## config.mk

```make
export PLATFORM = sky130hd
export DESIGN_NAME = packet_to_chunk_segmenter
export DESIGN_NICKNAME = d
export VERILOG_FILES = /design/src/hdl/p2cs_pkg.sv /design/src/hdl/p2cs_ctrl.sv /design/src/hdl/p2cs_datapath.sv /design/src/hdl/packet_to_chunk_segmenter.sv
export VERILOG_INCLUDE_DIRS = /design/src /design/src/hdl
export SDC_FILE = /design/constraint.sdc
export NUM_CORES = 1
export LEC_CHECK = 0
export BUFFER_PORTS_ARGS = -buffer_cell sky130_fd_sc_hd__buf_2
export CAP_MARGIN = 10
export CORE_MARGIN = 10
export CORE_UTILIZATION = 50
export DETAILED_ROUTE_END_ITERATION = 10
export PLACE_DENSITY = 0.7
export SYNTH_ARGS = -nofsm -noshare
export SYNTH_HDL_FRONTEND = slang
export SYNTH_SLANG_ARGS = --single-unit
```

## constraint.sdc

```tcl
create_clock -name clk -period 14.5 [get_ports clk]
set_input_delay 1.45 -clock clk [delete_from_list [all_inputs] [get_ports clk]]
set_output_delay 1.45 -clock clk [all_outputs]
set_load 0.02 [all_outputs]
```

## src/hdl/packet_to_chunk_segmenter_assert.svh

```systemverilog
// Assertion macros shared by the segmenter modules.
`ifndef PACKET_TO_CHUNK_SEGMENTER_ASSERT_SVH
`define PACKET_TO_CHUNK_SEGMENTER_ASSERT_SVH

// The consequent must hold in the same cycle as the antecedent.
`define P2CS_ASSERT_SAME(name, clk, rst_n, ante, cons, msg) \
    name: assert property (@(posedge clk) disable iff (!rst_n) (ante) |-> (cons)) \
        else $error(msg);

// The consequent must hold in the cycle after the antecedent.
`define P2CS_ASSERT_NEXT(name, clk, rst_n, ante, cons, msg) \
    name: assert property (@(posedge clk) disable iff (!rst_n) (ante) |=> (cons)) \
        else $error(msg);

`endif

```

## src/hdl/p2cs_pkg.sv

```systemverilog
package p2cs_pkg;

    localparam int LENGTH_W       = 16;
    localparam int LIMIT_W        = 10;
    localparam int CHUNK_W        = 32;
    localparam int CFG_INDEX_W    = 8;
    localparam int CFG_DATA_W     = 16;
    localparam int IN_TDATA_W     = 16;
    localparam int OUT_TDATA_W    = 80;
    localparam int OUT_TUSER_W    = 3;

    localparam int HEADER_BYTES_DEFAULT = 4;
    localparam int MAX_RESULTS          = 64;
    localparam int COUNT_W              = $clog2(MAX_RESULTS);

    localparam logic [LENGTH_W-1:0] PAYLOAD_BYTES_RESET = 16'd4072;
    localparam logic [LIMIT_W-1:0]  PACKET_LIMIT_RESET  = 10'd1023;

    localparam logic [CFG_INDEX_W-1:0] REG_PAYLOAD_BYTES = 8'd0;
    localparam logic [CFG_INDEX_W-1:0] REG_PACKET_LIMIT  = 8'd1;

    typedef struct packed {
        logic load;
        logic step;
    } cmd_t;

    typedef struct packed {
        logic done;
    } status_t;

endpackage

```

## src/hdl/p2cs_ctrl.sv

```systemverilog
`include "packet_to_chunk_segmenter_assert.svh"

module p2cs_ctrl
(
    input  logic              clk,
    input  logic              rst_n,
    input  logic              s_tvalid,
    output logic              s_tready,
    output logic              m_tvalid,
    input  logic              m_tready,
    output p2cs_pkg::cmd_t    cmd,
    input  p2cs_pkg::status_t status
);

    typedef enum logic [1:0]
    {
        ST_IDLE = 2'b01,
        ST_RUN  = 2'b10
    } state_t;

    state_t state_reg;
    state_t state_next;
    logic   m_tvalid_reg;
    logic   m_tvalid_next;

    assign s_tready = (state_reg == ST_IDLE);
    assign m_tvalid = m_tvalid_reg;
    assign cmd.load = s_tvalid && s_tready;
    assign cmd.step = (state_reg == ST_RUN) && (!m_tvalid_reg || m_tready);

    always_comb
    begin
        state_next = state_reg;
        case (state_reg)
            ST_IDLE:
            begin
                if (cmd.load)
                begin
                    state_next = ST_RUN;
                end
            end
            ST_RUN:
            begin
                if (cmd.step && status.done)
                begin
                    state_next = ST_IDLE;
                end
            end
            default:
            begin
                state_next = ST_IDLE;
            end
        endcase
    end

    assign m_tvalid_next = cmd.step || (m_tvalid_reg && !m_tready);

    always_ff @(posedge clk or negedge rst_n)
    begin
        if (!rst_n)
        begin
            state_reg    <= ST_IDLE;
            m_tvalid_reg <= 1'b0;
        end
        else
        begin
            state_reg    <= state_next;
            m_tvalid_reg <= m_tvalid_next;
        end
    end

    `P2CS_ASSERT_SAME(a_no_step_when_idle, clk, rst_n, state_reg == ST_IDLE, !cmd.step, "Fragment step while idle")
    `P2CS_ASSERT_NEXT(a_idle_after_done, clk, rst_n, cmd.step && status.done, state_reg == ST_IDLE, "Not idle after last fragment")
    `P2CS_ASSERT_NEXT(a_valid_after_step, clk, rst_n, cmd.step, m_tvalid_reg, "Fragment result not presented")

endmodule

```

## src/hdl/p2cs_datapath.sv

```systemverilog
`include "packet_to_chunk_segmenter_assert.svh"

module p2cs_datapath
#(
    parameter int HEADER_BYTES = p2cs_pkg::HEADER_BYTES_DEFAULT
)
(
    input  logic                                 clk,
    input  logic                                 rst_n,
    input  logic [p2cs_pkg::IN_TDATA_W-1:0]      s_tdata,
    input  logic                                 s_tlast,
    output logic [p2cs_pkg::OUT_TDATA_W-1:0]     m_tdata,
    output logic [p2cs_pkg::OUT_TUSER_W-1:0]     m_tuser,
    output logic                                 m_tlast,
    input  logic                                 cfg_valid,
    input  logic [p2cs_pkg::CFG_INDEX_W-1:0]     cfg_index,
    input  logic [p2cs_pkg::CFG_DATA_W-1:0]      cfg_data,
    input  p2cs_pkg::cmd_t                       cmd,
    output p2cs_pkg::status_t                    status
);

    localparam int LW = p2cs_pkg::LENGTH_W;
    localparam int PW = p2cs_pkg::LIMIT_W;
    localparam int CW = p2cs_pkg::CHUNK_W;
    localparam int NW = p2cs_pkg::COUNT_W;

    logic [LW-1:0] payload_reg;
    logic [PW-1:0] limit_reg;
    logic [LW-1:0] fill_reg;
    logic [LW-1:0] fill_next;
    logic [PW-1:0] held_reg;
    logic [PW-1:0] held_next;
    logic [CW-1:0] chunk_reg;
    logic [CW-1:0] chunk_next;
    logic          carry_reg;
    logic          carry_next;
    logic [LW-1:0] remaining_reg;
    logic [LW-1:0] remaining_next;
    logic          eod_reg;
    logic [NW-1:0] count_reg;
    logic [NW-1:0] count_next;

    logic [CW-1:0] out_chunk_reg;
    logic [LW-1:0] out_offset_reg;
    logic [LW-1:0] out_frag_reg;
    logic [PW-1:0] out_packets_reg;
    logic          out_closed_reg;
    logic          out_starts_reg;
    logic          out_ends_reg;
    logic          out_last_reg;

    logic [LW:0]   used;
    logic [LW:0]   room_diff;
    logic          room_pos;
    logic [LW-1:0] room;
    logic          fits;
    logic [LW-1:0] frag;
    logic [LW:0]   fill_sum;
    logic [LW-1:0] fill_sat;
    logic [LW:0]   fill_end;
    logic          last_slot;
    logic          cont;
    logic [PW-1:0] held_inc;
    logic          closed;

    assign used      = {1'b0, fill_reg} + (LW+1)'(HEADER_BYTES);
    assign room_diff = {1'b0, payload_reg} - used;
    assign room_pos  = ({1'b0, payload_reg} > used);
    assign room      = room_pos ? room_diff[LW-1:0] : '0;
    assign fits      = (remaining_reg < room);
    assign frag      = fits ? remaining_reg : room;
    assign fill_sum  = used + {1'b0, frag};
    assign fill_sat  = fill_sum[LW] ? '1 : fill_sum[LW-1:0];
    assign fill_end  = {1'b0, fill_sat} + (LW+1)'(HEADER_BYTES);
    assign last_slot = (count_reg == NW'(p2cs_pkg::MAX_RESULTS - 1));
    assign cont      = !fits && (remaining_reg != room) && !last_slot;
    assign held_inc  = held_reg + PW'(1);

    assign closed = (fill_end >= {1'b0, payload_reg}) || (held_inc >= limit_reg) ||
                    (!cont && eod_reg);

    assign status.done = !cont;

    always_comb
    begin
        fill_next      = fill_reg;
        held_next      = held_reg;
        chunk_next     = chunk_reg;
        carry_next     = carry_reg;
        remaining_next = remaining_reg;
        count_next     = count_reg;
        if (cmd.load)
        begin
            remaining_next = s_tdata[LW-1:0];
            count_next     = '0;
        end
        else if (cmd.step)
        begin
            remaining_next = remaining_reg - frag;
            count_next     = count_reg + NW'(1);
            if (closed)
            begin
                fill_next  = '0;
                held_next  = '0;
                chunk_next = chunk_reg + CW'(1);
                carry_next = cont;
            end
            else
            begin
                fill_next = fill_sat;
                held_next = held_inc;
            end
        end
    end

    always_ff @(posedge clk or negedge rst_n)
    begin
        if (!rst_n)
        begin
            payload_reg <= p2cs_pkg::PAYLOAD_BYTES_RESET;
            limit_reg   <= p2cs_pkg::PACKET_LIMIT_RESET;
            fill_reg    <= '0;
            held_reg    <= '0;
            chunk_reg   <= '0;
            carry_reg   <= 1'b0;
            count_reg   <= '0;
        end
        else
        begin
            if (cfg_valid && (cfg_index == p2cs_pkg::REG_PAYLOAD_BYTES))
            begin
                payload_reg <= cfg_data[LW-1:0];
            end
            if (cfg_valid && (cfg_index == p2cs_pkg::REG_PACKET_LIMIT))
            begin
                limit_reg <= cfg_data[PW-1:0];
            end
            fill_reg  <= fill_next;
            held_reg  <= held_next;
            chunk_reg <= chunk_next;
            carry_reg <= carry_next;
            count_reg <= count_next;
        end
    end

    always_ff @(posedge clk)
    begin
        remaining_reg <= remaining_next;
        if (cmd.load)
        begin
            eod_reg <= s_tlast;
        end
        if (cmd.step)
        begin
            out_chunk_reg   <= chunk_reg;
            out_offset_reg  <= fill_reg;
            out_frag_reg    <= frag;
            out_packets_reg <= held_inc;
            out_closed_reg  <= closed;
            out_starts_reg  <= carry_reg;
            out_ends_reg    <= closed && cont;
            out_last_reg    <= !cont;
        end
    end

    assign m_tdata = {6'b0, out_packets_reg, out_frag_reg, out_offset_reg, out_chunk_reg};
    assign m_tuser = {out_ends_reg, out_starts_reg, out_closed_reg};
    assign m_tlast = out_last_reg;

    `P2CS_ASSERT_NEXT(a_count_cleared_on_load, clk, rst_n, cmd.load, count_reg == '0, "Fragment count not cleared")
    `P2CS_ASSERT_NEXT(a_ends_implies_closed, clk, rst_n, cmd.step, !out_ends_reg || out_closed_reg, "Continued end on open chunk")
    `P2CS_ASSERT_NEXT(a_close_resets_fill, clk, rst_n, cmd.step && closed, fill_reg == '0 && held_reg == '0, "Closed chunk not reset")

endmodule

```

## src/hdl/packet_to_chunk_segmenter.sv

```systemverilog
// Packet to chunk segmenter. Each transfer on the slave side carries one packet length and
// is cut into fragments, each a HEADER_BYTES header plus as much of the packet as the open
// chunk still holds; one transfer leaves the master side per fragment, with the chunk number,
// header offset, fragment length, chunk packet count and the close and continuation flags. A
// packet is first accepted and its fragments then pass one by one through the single fragment
// unit, which holds whenever the master side stalls; the next packet is taken only after the
// last fragment of the current one has been registered. At most 64 fragments are produced per
// packet. Configuration writes are accepted at any time but must only be issued while the
// block is idle.
module packet_to_chunk_segmenter
#(
    parameter int HEADER_BYTES = p2cs_pkg::HEADER_BYTES_DEFAULT
)
(
    input  logic                              clk,
    input  logic                              rst_n,
    input  logic                              s_tvalid,
    output logic                              s_tready,
    // [15:0] packet_length
    input  logic [p2cs_pkg::IN_TDATA_W-1:0]   s_tdata,
    // end_of_data
    input  logic                              s_tlast,
    output logic                              m_tvalid,
    input  logic                              m_tready,
    // [31:0] chunk_number, [47:32] header_offset, [63:48] fragment_length,
    // [73:64] chunk_packets, [79:74] zero
    output logic [p2cs_pkg::OUT_TDATA_W-1:0]  m_tdata,
    // [0] chunk_closed, [1] starts_continued, [2] ends_continued
    output logic [p2cs_pkg::OUT_TUSER_W-1:0]  m_tuser,
    // last_fragment
    output logic                              m_tlast,
    input  logic                              cfg_valid,
    output logic                              cfg_ready,
    input  logic [p2cs_pkg::CFG_INDEX_W-1:0]  cfg_index,
    input  logic [p2cs_pkg::CFG_DATA_W-1:0]   cfg_data
);

    p2cs_pkg::cmd_t    cmd;
    p2cs_pkg::status_t status;

    assign cfg_ready = 1'b1;

    p2cs_ctrl u_ctrl
    (
        .clk      (clk),
        .rst_n    (rst_n),
        .s_tvalid (s_tvalid),
        .s_tready (s_tready),
        .m_tvalid (m_tvalid),
        .m_tready (m_tready),
        .cmd      (cmd),
        .status   (status)
    );

    p2cs_datapath
    #(
        .HEADER_BYTES (HEADER_BYTES)
    )
    u_datapath
    (
        .clk       (clk),
        .rst_n     (rst_n),
        .s_tdata   (s_tdata),
        .s_tlast   (s_tlast),
        .m_tdata   (m_tdata),
        .m_tuser   (m_tuser),
        .m_tlast   (m_tlast),
        .cfg_valid (cfg_valid && cfg_ready),
        .cfg_index (cfg_index),
        .cfg_data  (cfg_data),
        .cmd       (cmd),
        .status    (status)
    );

endmodule
```

* Yosys cells after proc, flatten, opt, wreduce, memory -nomap -nowiden
Index checks and enable logic that the tools add are counted.
** Storage, ports and cells
- Register bits after elaboration :: 189
** Cells by class
- Add/subtract/negate cells :: 8
- $lt $le $gt $ge :: 4
- Eq/ne operators :: 7
- Multiplexer cells :: 12
- Bitwise operators :: 1
- Reduce and logical (&&, ||, !) cells :: 24
** Operators with widths (count)
- $mux 16 :: 6
- $add 16x3->17 const B :: 2
- $add 32x1->32 const B :: 1
- $sub 16x16->16 :: 2
- $add 17x16->17 :: 1
- $ge 17x16->1 :: 1
- $gt 16x17->1 :: 1
- $lt 16x16->1 :: 1
- $ne 16x16->1 :: 1
- $mux 6 :: 2
- $add 10x1->10 const B :: 1
- $ge 10x10->1 :: 1
- $logic_and 1x1->1 :: 10
- $mux 10 :: 1
- $eq 8x1->1 const B :: 1
- $logic_not 8->1 :: 1
- $add 6x1->6 const B :: 1
- $eq 6x6->1 const B :: 1
- $logic_not 1->1 :: 5
- $logic_or 1x1->1 :: 4
- $mux 2 :: 2
- $ne 2x2->1 const B :: 2
- $pmux 2 s2 :: 1
- $reduce_and 2->1 :: 2
- 5 further kinds :: 5

* Longest topological paths before layout
Gate-level depths: netlist (run 1).
- Depth after elaboration :: 12
- Gate-level depth with buffers :: 55
- Mapped depth without buffers :: 50

* Cells and area by module
From an unflattened synthesis (run 1), not the netlist that was laid out.
** Second synthesis, totals
- Cells, all modules :: 1171
- Area, all modules :: 11765.0 um^2
** Modules (own cells, without submodules)
- p2cs_datapath :: times used 1, cells each 1157, area an instance 11617.4 um^2, seq. area each 5152.4 um^2
- p2cs_ctrl :: times used 1, cells each 12, area an instance 136.4 um^2, seq. area each 76.3 um^2
- packet_to_chunk_segmenter :: times used 1, cells each 2, area an instance 11.3 um^2, seq. area each 0.0 um^2

* Worst setup path before layout (run 1)
OpenSTA, ideal clock, no wires.
- Kind :: register -> register
- Start point :: register u_datapath.fill_reg[2]
- End point :: register u_datapath.held_reg[6]
- Library setup time :: 0.069 ns
- Arrival time :: 10.186 ns
- Data required time :: 14.431 ns
- Slack :: 4.246 ns
- Cell stages (with the launch flop) :: 51
- Buffers on the path :: 5
- Clock period less this slack :: 10.254 ns
- Cell sequence :: dfrtp_1 ha_1 nand4_1 inv_1 nand2_1 xnor2_1 inv_1 ha_1 and3_1 and3_1 a21oi_1 o21a_1 o31ai_1 a21oi_1 nor2b_1 clkbuf_1 and2_1 inv_1 [15 not listed] or2_2 ha_1 clkbuf_1 nand3_1 nor2_1 o21a_1 a21oi_1 ha_1 a21oi_1 o21ai_0 o311a_1 o31ai_1 o2111ai_1 a311oi_4 inv_2 buf_2 or4_1 nand3_1
** On the way
- Longest elaborated chain between the ends :: 12
** Ends and longest elaborated chain
- start, declared :: RTL line p2cs_datapath.sv:29 : logic [LW-1:0] fill_reg;
- start signal, assigned :: RTL line p2cs_datapath.sv:138 : fill_reg <= fill_next;
- $add 16x3->17 * :: RTL line p2cs_datapath.sv:66 : assign used = {1'b0, fill_reg} + (LW+1)'(HEADER_BYTES);
- $sub 16x16->16 or $gt 16x17->1 (tied branches) :: RTL line p2cs_datapath.sv:67, p2cs_datapath.sv:68
- $mux 16 :: RTL line p2cs_datapath.sv:69 : assign room = room_pos ? room_diff[LW-1:0] : '0;
- $lt 16x16->1 :: RTL line p2cs_datapath.sv:70 : assign fits = (remaining_reg < room);
- $mux 16 :: RTL line p2cs_datapath.sv:71 : assign frag = fits ? remaining_reg : room;
- $add 17x16->17 :: RTL line p2cs_datapath.sv:72 : assign fill_sum = used + {1'b0, frag};
- $mux 16 :: RTL line p2cs_datapath.sv:73 : assign fill_sat = fill_sum[LW] ? '1 : fill_sum[LW-1:0];
- $add 16x3->17 :: RTL line p2cs_datapath.sv:74 : assign fill_end = {1'b0, fill_sat} + (LW+1)'(HEADER_BYTES);
- $ge 17x16->1 :: RTL line p2cs_datapath.sv:79 : assign closed = (fill_end >= {1'b0, payload_reg}) || (held_inc >= limit_reg) ||
- $logic_or 1x1->1 :: RTL line p2cs_datapath.sv:79
- $logic_or 1x1->1 * :: RTL line p2cs_datapath.sv:79
- $mux 10 * :: RTL line p2cs_datapath.sv:101 : if (closed)
- end signal, assigned :: RTL line p2cs_datapath.sv:139 : held_reg <= held_next;
- end, declared :: RTL line p2cs_datapath.sv:31 : logic [PW-1:0] held_reg;
Every way passes the cells marked *; elsewhere a longest branch is shown, timed or not.
A chain may end at the register's enable or synchronous reset.

* Final worst setup path (run 1)
- Start point :: register u_datapath.fill_reg[2]
- End point :: register u_datapath.held_reg[5]
** On the way
- Longest elaborated chain between the ends :: 12
** Ends and longest elaborated chain
- $add 16x3->17 * :: RTL line p2cs_datapath.sv:66
- $sub 16x16->16 or $gt 16x17->1 (tied branches) :: RTL line p2cs_datapath.sv:67, p2cs_datapath.sv:68
- $mux 16 * :: RTL line p2cs_datapath.sv:69
- $lt 16x16->1 :: RTL line p2cs_datapath.sv:70
- $mux 16 * :: RTL line p2cs_datapath.sv:71
- net u_datapath.frag[0] :: RTL line p2cs_datapath.sv:57 : logic [LW-1:0] frag;
- $add 17x16->17 * :: RTL line p2cs_datapath.sv:72
- $mux 16 * :: RTL line p2cs_datapath.sv:73
- $add 16x3->17 * :: RTL line p2cs_datapath.sv:74
- $ge 17x16->1 * :: RTL line p2cs_datapath.sv:79
- $logic_or 1x1->1 * (2 in a row) :: RTL line p2cs_datapath.sv:79
- $mux 10 * :: RTL line p2cs_datapath.sv:101
The timed path passes the listed nets; every way through them passes the cells marked *.

==> results.py, run 1 <==
metrics = {
    "clocking": {
        "clk_pin_slew_ps": 90,
        "clock_path_buffers": 2,
        "cts_tree": "built",
        "h-tree-depth": 4,
        "insertion_delay_ps": 440,
        "postCtsSetupBuffers": 0,
        "clock-sinks": 189,
        "numCtsBuffers": 17,
        "cts_resized": 0,
        "cts_root_buf": "clkbuf_16",
        "hold_buffers": 0,
    },
    "sta": {
        "fin_crit_ps": 11740,
        "setup_tns_ps": 0,
        "clock_skew_ps": 18.8,
        "hold_viol": 0,
        "period_share": 0.809,
        "tightest_slew_ps": 1000,
        "setup_viol": 0,
        "rsz0062_at_grt": "false",
        "max_slew_margin": 0.332,
        "timing.fmax_mhz": 85.2,
        "slew_violations": 0,
    },
    "cells_and_area": {
        "antenna_cells": 0,
        "drive_above_1_share": 0.178,
        "num-fill-cells": 1999,
        "area_growth_pct": 13.2,
        "fin_nets": 1394,
        "final_util": 0.572,
        "stdcell_count": 1549,
        "multiInputGateArea_um2": 5710,
        "seq_area_um2": 5230,
    },
    "floorplanning": {
        "io_pins": 133,
        "die_w_um": 171,
        "core_um2": 22600,
        "die-area_um2": 29300,
        "start_util": 0.506,
        "die_y_um": 171,
        "fp-row-count": 55,
    },
    "detailed_routing": {
        "ant_nets": 0,
        "first_iter_violations": 559,
        "route.detailed.drc": 0,
        "wl_per_cell_um": 18.6,
        "via_per_inst": 5.58,
        "vias": 8638,
        "routed_wl_mm": 28.7,
        "firstDrtPassIters": 5,
    },
    "logic_synthesis": {
        "ys_warn_count": 0,
        "async_reset_ff_frac": 0.497,
        "netlist_top_cells_area": "edfxtp_1, dfrtp_1, ha_1",
        "synth-seq-cells": 189,
        "avgSynthCellArea_um2": 10.0,
        "synth_area_leader_cell": "edfxtp_1",
        "synth_cells": 1137,
        "yosysUniqueCellTypes": 63,
        "syn-cell-area_um2": 11400,
        "seq_area_frac_synth": 0.458,
        "ys.flop_type": "edfxtp_1",
        "synth-edff-count": 95,
        "synth_top_area_frac": 0.250,
    },
    "global_route": {
        "grt_overflow": 0,
        "grt_first_pass_wirelength_mm": 45.3,
        "grt_use_total": 0.196,
        "grt_pass1_vias": 8419,
        "grt_max_degree": 70,
        "antenna_found_initial": 0,
    },
    "critical_path": {
        "startpoint_type": "flop",
        "worst_ep_arrival_time_ps": 12100,
        "crit_path_max_incr_delay_ps": 590,
        "rrSetupSlack_ps": 2760,
        "end_kind": "flop",
        "criticalPathCategory": "reg2reg",
        "crit_required_ps": 14860,
        "crit_top_cell": "ha_1",
        "cp_max_fo": 38,
        "cp_slowest_cell": "nor2b_1",
    },
    "worst_hold_path": {
        "hp-class": "reg2reg",
    },
    "placement": {
        "place_hpwl_mm": 21.7,
        "port_buffers": 125,
        "dp.cells": 1517,
        "gp_congestion": 0.880,
    },
    "job": {
        "cap_violations": 0,
    },
    "outcome": {
        "outcome": "finished, final reports clean",
    },
}
## critical path, delay by kind of cell (launching register included)
family	cells	cell delay, ps
AO/OA/AOI/OAI	16	3270
XOR/XNOR	2	390
adder cells (fa/ha/maj)	7	2070
buffers and inverters	9	1610
flip-flops	1	450
multiplexers	1	210
AND/OR/NAND/NOR	16	3620
## layer usage
metal / wire (µm) / part of all wire / track usage / vias to the layer above
li1: - / - / - / 4269
met1: 12900 / 0.45 / 0.263 / 4046
met2: 13400 / 0.47 / 0.312 / 291
met3: 1980 / 0.069 / 0.0435 / 32
met4: 453 / 0.016 / 0.0552 / 0
met5: 0 / 0 / 0 / -
## cells in the mapped netlist, drive strengths merged, types with 3 or more instances
library cell and instances:
a211o 3, or4 3, nor2 73, o211ai 3, or2 8, buf 16, a211oi 6, nand2b 11
nor4 15, clkbuf 27, dfstp 19, o31ai 9, and3 22, a21oi 57, a31oi 7, mux2 26
a21o 13, inv 80, nor2b 13, xor2 37, nor3 17, dfrtp 75, xnor2 61, o21a 12
nand2 106, nand4 25, ha 94, mux2i 15, o21bai 3, or3 6, o21ai 75, nand3 48
edfxtp 95, fa 3, o22ai 5, and2 18
## layout by cell type, fill, tap and decap left out, types with 8 or more instances in the layout
| cell type | netlist | final |
|---|---|---|
| buf_2 | 3 | 124 |
| nand2_1 | 106 | 106 |
| edfxtp_1 | 95 | 95 |
| ha_1 | 94 | 94 |
| inv_1 | 79 | 78 |
| o21ai_0 | 75 | 75 |
| dfrtp_1 | 75 | 75 |
| nor2_1 | 73 | 72 |
| xnor2_1 | 61 | 61 |
| a21oi_1 | 57 | 57 |
| nand3_1 | 48 | 48 |
| xor2_1 | 37 | 37 |
| mux2_2 | 26 | 26 |
| nand4_1 | 25 | 25 |
| and3_1 | 22 | 22 |
| dfstp_2 | 19 | 19 |
| and2_1 | 18 | 18 |
| clkbuf_16 | 0 | 18 |
| nor3_1 | 17 | 17 |
| nor4_1 | 15 | 15 |
| mux2i_1 | 15 | 15 |
| nor2b_1 | 13 | 13 |
| a21o_1 | 13 | 13 |
| o21a_1 | 12 | 12 |
| nand2b_1 | 11 | 11 |
| o31ai_1 | 9 | 9 |
| buf_4 | 10 | 9 |
| or2_2 | 8 | 8 |
## final cells by class
type / instances / area share
Inverter: 80 / 0.0234
Tap cell: 285 / 0.0276
Multi-Input combinational cell: 830 / 0.442
Timing Repair Buffer: 133 / 0.0533
Clock inverter: 14 / 0.0143
Clock buffer: 18 / 0.0349
Sequential cell: 189 / 0.405
## path summary, 6_finish.rpt
check | to | start | cells past startpoint
max | u_datapath.held_reg[5]$_DFFE_PN0P_ | u_datapath.fill_reg[2]$_DFFE_PN0P_ | 51
min | u_datapath.out_chunk_reg[21]$_DFFE_PP_ | u_datapath.chunk_reg[21]$_DFFE_PN0P_ | 0
max reg2reg | u_datapath.held_reg[5]$_DFFE_PN0P_ | u_datapath.fill_reg[2]$_DFFE_PN0P_ | 51
min reg2reg | u_datapath.out_chunk_reg[21]$_DFFE_PP_ | u_datapath.chunk_reg[21]$_DFFE_PN0P_ | 0
max in group asynchronous | u_datapath.payload_reg[12]$_DFFE_PN0P_ | rst_n | 2
min in group asynchronous | u_datapath.chunk_reg[5]$_DFFE_PN0P_ | rst_n | 1
## kinds of logic after synthesis
| family | synth area share |
|---|---|
| buf+inv | 0.0441 |
| simple gates | 0.162 |
| flops | 0.458 |
| compound gates | 0.113 |
| mux | 0.0388 |
| fa+ha+maj | 0.108 |
| xor+xnor | 0.0752 |
| other cells | 0.000658 |
## through the flow
step / worst slack, ps / hold WS [ps] / area [µm²]
after floorplan: 4250 / 419 / 11400
after global placement: 3180 / 438 / 12300
after detailed placement: 2820 / 445 / 12300
after CTS: 2800 / 459 / 12900
after global routing: 1670 / 468 / 12900
final: 2760 / 460 / 12900
Power of run 1 is left out: the tool's default activity adds up to more than one toggle a clock period on the data nets, which glitch-free logic cannot reach.
==> inputs of run 2 (changes only) <==
Clock period 14.5 ns to 10.8 ns, I/O delays scaled along.
==> results.py, run 2 (synthesis gave the netlist of run 1 again) <==
metrics = {
    "outcome": {
        "outcome": "finished, final reports clean",
    },
    "cells_and_area": {
        "final_cell_mix": "buf_2, nand2_1, edfxtp_1, ha_1, inv_1",
        "drive_above_1_share": 0.198,
        "fin_nets": 1405,
        "layout_commonest_cell": "buf_2",
        "num-fill-cells": 1983,
        "area_growth_pct": 14.9,
        "antenna_cells": 0,
    },
    "global_route": {
        "grt_overflow": 0,
        "grt_first_pass_wirelength_mm": 45.9,
        "grt_pass1_vias": 8426,
        "antenna_found_initial": 0,
        "grt_max_degree": 86,
        "grt_use_total": 0.198,
    },
    "floorplanning": {
        "die_y_um": 171,
        "die_w_um": 171,
        "io_pins": 133,
        "start_util": 0.506,
        "die-area_um2": 29300,
        "fp-row-count": 55,
        "core_um2": 22600,
    },
    "placement": {
        "place_hpwl_mm": 21.7,
        "gp_congestion": 0.905,
        "port_buffers": 125,
    },
    "critical_path": {
        "end_kind": "flop",
        "rrSetupSlack_ps": 570,
        "crit_start": "u_datapath.fill_reg[9]$_DFFE_PN0P_",
        "crit_path_max_incr_delay_ps": 490,
        "criticalPathCategory": "reg2reg",
        "cp_max_fo": 15,
        "startpoint_type": "flop",
        "worstSetupEndpoint": "u_datapath.held_reg[5]$_DFFE_PN0P_",
        "cp_slowest_cell": "dfrtp_1",
        "r2r-end": "u_datapath.held_reg[5]$_DFFE_PN0P_",
        "worst_ep_arrival_time_ps": 10590,
        "crit_required_ps": 11160,
        "timing.rr.start": "u_datapath.fill_reg[9]$_DFFE_PN0P_",
        "worstRegToRegCells": 45,
    },
    "sta": {
        "clock_skew_ps": 10.7,
        "setup_viol": 0,
        "period_share": 0.947,
        "slew_violations": 0,
        "setup_tns_ps": 0,
        "holdWs_ps": 447,
        "timing.fmax_mhz": 97.8,
        "tightest_slew_ps": 1050,
        "max_slew_margin": 0.301,
        "fin_crit_ps": 10230,
        "hold_viol": 0,
    },
    "clocking": {
        "clock_path_buffers": 2,
        "cts_tree": "built",
        "insertion_delay_ps": 450,
        "cts_root_buf": "clkbuf_16",
        "clock-sinks": 189,
        "hold_buffers": 0,
        "numCtsBuffers": 17,
        "clk_pin_slew_ps": 80,
        "h-tree-depth": 4,
    },
    "detailed_routing": {
        "route.detailed.drc": 0,
        "routed_wl_mm": 29.1,
        "vias": 8832,
        "ant_nets": 0,
        "first_iter_violations": 656,
        "wl_per_cell_um": 18.6,
        "via_per_inst": 5.66,
        "firstDrtPassIters": 6,
    },
    "worst_hold_path": {
        "hp-class": "reg2reg",
        "worstHoldStart": "u_datapath.carry_reg$_DFFE_PN0P_",
    },
    "job": {
        "cap_violations": 0,
    },
}
run 2: how the worst min path moves through the flow:
stage / cells after the start / slack [ps] / endpoint
after global placement: 0 / 430 / u_datapath.out_starts_reg$_DFFE_PP_
after CTS: 0 / 450 / u_datapath.out_starts_reg$_DFFE_PP_
after global routing: 0 / 450 / u_datapath.out_starts_reg$_DFFE_PP_
final: 0 / 450 / u_datapath.out_starts_reg$_DFFE_PP_
after detailed placement: 0 / 430 / u_datapath.out_starts_reg$_DFFE_PP_
after floorplan: 0 / 420 / u_datapath.out_starts_reg$_DFFE_PP_
run 2: metal layers:
metal | track usage | vias up | share of wire
met2 | 0.309 | 268 | 0.46
met5 | 0 | - | 0
met4 | 0.0552 | 0 | 0.017
li1 | - | 4293 | -
met3 | 0.0341 | 39 | 0.054
met1 | 0.275 | 4232 | 0.47
run 2: final cells by class:
cell class / count / area [µm²] / area share
inverter: 80 / 305 / 0.0233
clock buffer: 17 / 425 / 0.0324
timing repair buffer: 144 / 796 / 0.0607
multi-input combinational: 830 / 5810 / 0.443
tap: 285 / 357 / 0.0272
sequential: 189 / 5230 / 0.399
clock inverter: 15 / 193 / 0.0147
run 2: through the flow:
| stage | cell area (µm²) | utilization | setup slack (ps) | instances |
|---|---|---|---|---|
| 2_1_floorplan | 11400 | - | 546 | 1142 |
| 3_3_place_gp | 12300 | 0.546 | 521 | 1520 |
| 3_5_place_dp | 12300 | 0.546 | 198 | 1520 |
| 4_1_cts | 12900 | 0.573 | 131 | 1552 |
| 5_1_grt | 13100 | 0.581 | -70.6 | 1560 |
| 6_report | 13100 | 0.581 | 572 | 1560 |
run 2: worst max-delay path: cells and delay by family (launching register included):
family / cells / cell delay, ps
flip-flops: 1 / 490
adder cells (fa/ha/maj): 5 / 1590
buffers and inverters: 7 / 900
XOR/XNOR: 3 / 600
AO/OA/AOI/OAI: 16 / 3360
AND/OR/NAND/NOR: 13 / 2800
multiplexers: 1 / 380
run 2: what timing repair did:
item / 4_1_cts / 5_1_grt
buffers inserted: 0 / 7
resized for setup: 0 / 24
setup endpoints to repair: 0 / 61
Power of run 2 is left out for the same reason.
==> inputs of run 3 (changes only) <==
--- a/config.mk
+++ b/config.mk
@@ -7,5 +7,5 @@
 export NUM_CORES = 1
 export LEC_CHECK = 0
-export BUFFER_PORTS_ARGS = -buffer_cell sky130_fd_sc_hd__buf_2
+export BUFFER_PORTS_ARGS = -buffer_cell sky130_fd_sc_hd__buf_4
 export CAP_MARGIN = 10
 export CORE_MARGIN = 10
==> constraint.sdc (replaced) <==
create_clock -name clk -period 10.8 [get_ports clk]
set_input_delay 0.54 -clock clk [delete_from_list [all_inputs] [get_ports clk]]
set_output_delay 0.54 -clock clk [all_outputs]
set_load 0.02 [all_outputs]
==> results.py, run 3 (synthesis gave the netlist of run 1 again) <==
metrics = {
    "floorplanning": {
        "fp-row-count": 55,
        "start_util": 0.506,
        "die_y_um": 171,
        "die_w_um": 171,
        "io_pins": 133,
        "core_um2": 22600,
        "die-area_um2": 29300,
    },
    "critical_path": {
        "crit_required_ps": 11160,
        "cp_slowest_cell": "or4_1",
        "crit_path_max_incr_delay_ps": 480,
        "worstRegToRegCells": 49,
        "cp_max_fo": 15,
        "startpoint_type": "flop",
        "end_kind": "flop",
        "worst_ep_arrival_time_ps": 10510,
        "criticalPathCategory": "reg2reg",
        "rrSetupSlack_ps": 640,
    },
    "clocking": {
        "hold_buffers": 0,
        "cts_tree": "built",
        "insertion_delay_ps": 440,
        "h-tree-depth": 4,
        "clock_path_buffers": 2,
        "numCtsBuffers": 17,
        "clock-sinks": 189,
        "cts_root_buf": "clkbuf_16",
        "clk_pin_slew_ps": 80,
    },
    "outcome": {
        "outcome": "finished, final reports clean",
    },
    "cells_and_area": {
        "drive_above_1_share": 0.205,
        "area_growth_pct": 18.0,
        "fin_nets": 1410,
        "antenna_cells": 0,
        "layout_commonest_cell": "buf_4",
        "final_cell_mix": "buf_4, nand2_1, edfxtp_1, ha_1, inv_1",
        "stdcell_area_um2": 13500,
    },
    "placement": {
        "place_hpwl_mm": 22.4,
        "place_area_um2": 12600,
        "gp_congestion": 0.916,
        "port_buffers": 125,
    },
    "sta": {
        "slew_violations": 0,
        "period_share": 0.941,
        "fin_crit_ps": 10160,
        "max_slew_margin": 0.334,
        "holdWs_ps": 91.2,
        "setup_viol": 0,
        "timing.fmax_mhz": 98.4,
        "clock_skew_ps": 13.7,
        "hold_viol": 0,
        "tightest_slew_ps": 998,
    },
    "detailed_routing": {
        "routed_wl_mm": 29.5,
        "route.detailed.drc": 0,
        "ant_nets": 0,
        "firstDrtPassIters": 5,
        "via_per_inst": 5.60,
        "vias": 8771,
        "wl_per_cell_um": 18.9,
        "first_iter_violations": 683,
    },
    "global_route": {
        "grt_first_pass_wirelength_mm": 46.9,
        "grt_use_total": 0.204,
        "antenna_found_initial": 1,
        "grt_overflow": 0,
        "grt_pass1_vias": 8653,
        "grt_max_degree": 54,
    },
    "worst_hold_path": {
        "hp-class": "in2async",
    },
    "job": {
        "cap_violations": 0,
    },
}
-- run 3: metal layers --
| layer | share of wire | wire length (µm) | track usage | up-vias |
|---|---|---|---|---|
| li1 | - | - | - | 4289 |
| met2 | 0.46 | 13600 | 0.319 | 275 |
| met1 | 0.45 | 13400 | 0.272 | 4159 |
| met4 | 0.024 | 699 | 0.0662 | 2 |
| met3 | 0.063 | 1880 | 0.0482 | 46 |
| met5 | 0.00037 | 11 | 0 | - |
-- run 3: per-stage QoR --
stage	utilization	setup TNS, ps	setup slack, ps	cells
6_report	0.597	0	642	1565
3_5_place_dp	0.560	0	204	1522
2_1_floorplan	-	0	546	1142
4_1_cts	0.587	0	106	1554
3_3_place_gp	0.560	0	479	1522
5_1_grt	0.597	-636	-105	1565
-- run 3: final cells by class --
cell class              count  area [µm²]
multi-input cells         830        5820
repair buffers            149        1130
inverters                  80         305
well taps                 285         357
flip-flops and latches    189        5240
fillers                  1976        9100
clock buffers              17         425
clock inverters            15         191
-- run 3: path summary, 6_finish.rpt --
path / from / end
min in group clk: s_tlast / u_datapath.eod_reg$_DFFE_PP_
hold reg to reg: u_datapath.carry_reg$_DFFE_PN0P_ / u_datapath.out_starts_reg$_DFFE_PP_
setup / recovery: u_datapath.fill_reg[2]$_DFFE_PN0P_ / u_datapath.held_reg[5]$_DFFE_PN0P_
hold / removal: rst_n / u_datapath.chunk_reg[16]$_DFFE_PN0P_
setup reg to reg: u_datapath.fill_reg[2]$_DFFE_PN0P_ / u_datapath.held_reg[5]$_DFFE_PN0P_
max in group asynchronous: rst_n / u_ctrl.m_tvalid$_DFF_PN0_
-- run 3: repair_timing --
item                                    4_1_cts  5_1_grt
endpoints found under the setup margin        0       61
gates resized for setup                       0       32
setup buffers                                 0       10
-- run 3: worst max-delay path: cells and delay by family (launching register included) --
kind / cells / cell delay, ps
and+or+nand+nor: 11 / 2290
xor gates and xnor gates: 2 / 390
DFF: 1 / 440
buffers and inverters: 9 / 1130
muxes: 1 / 360
adders and majority gates: 7 / 1700
AOI/OAI and AO/OA: 19 / 3770
Power of run 3 is left out for the same reason.
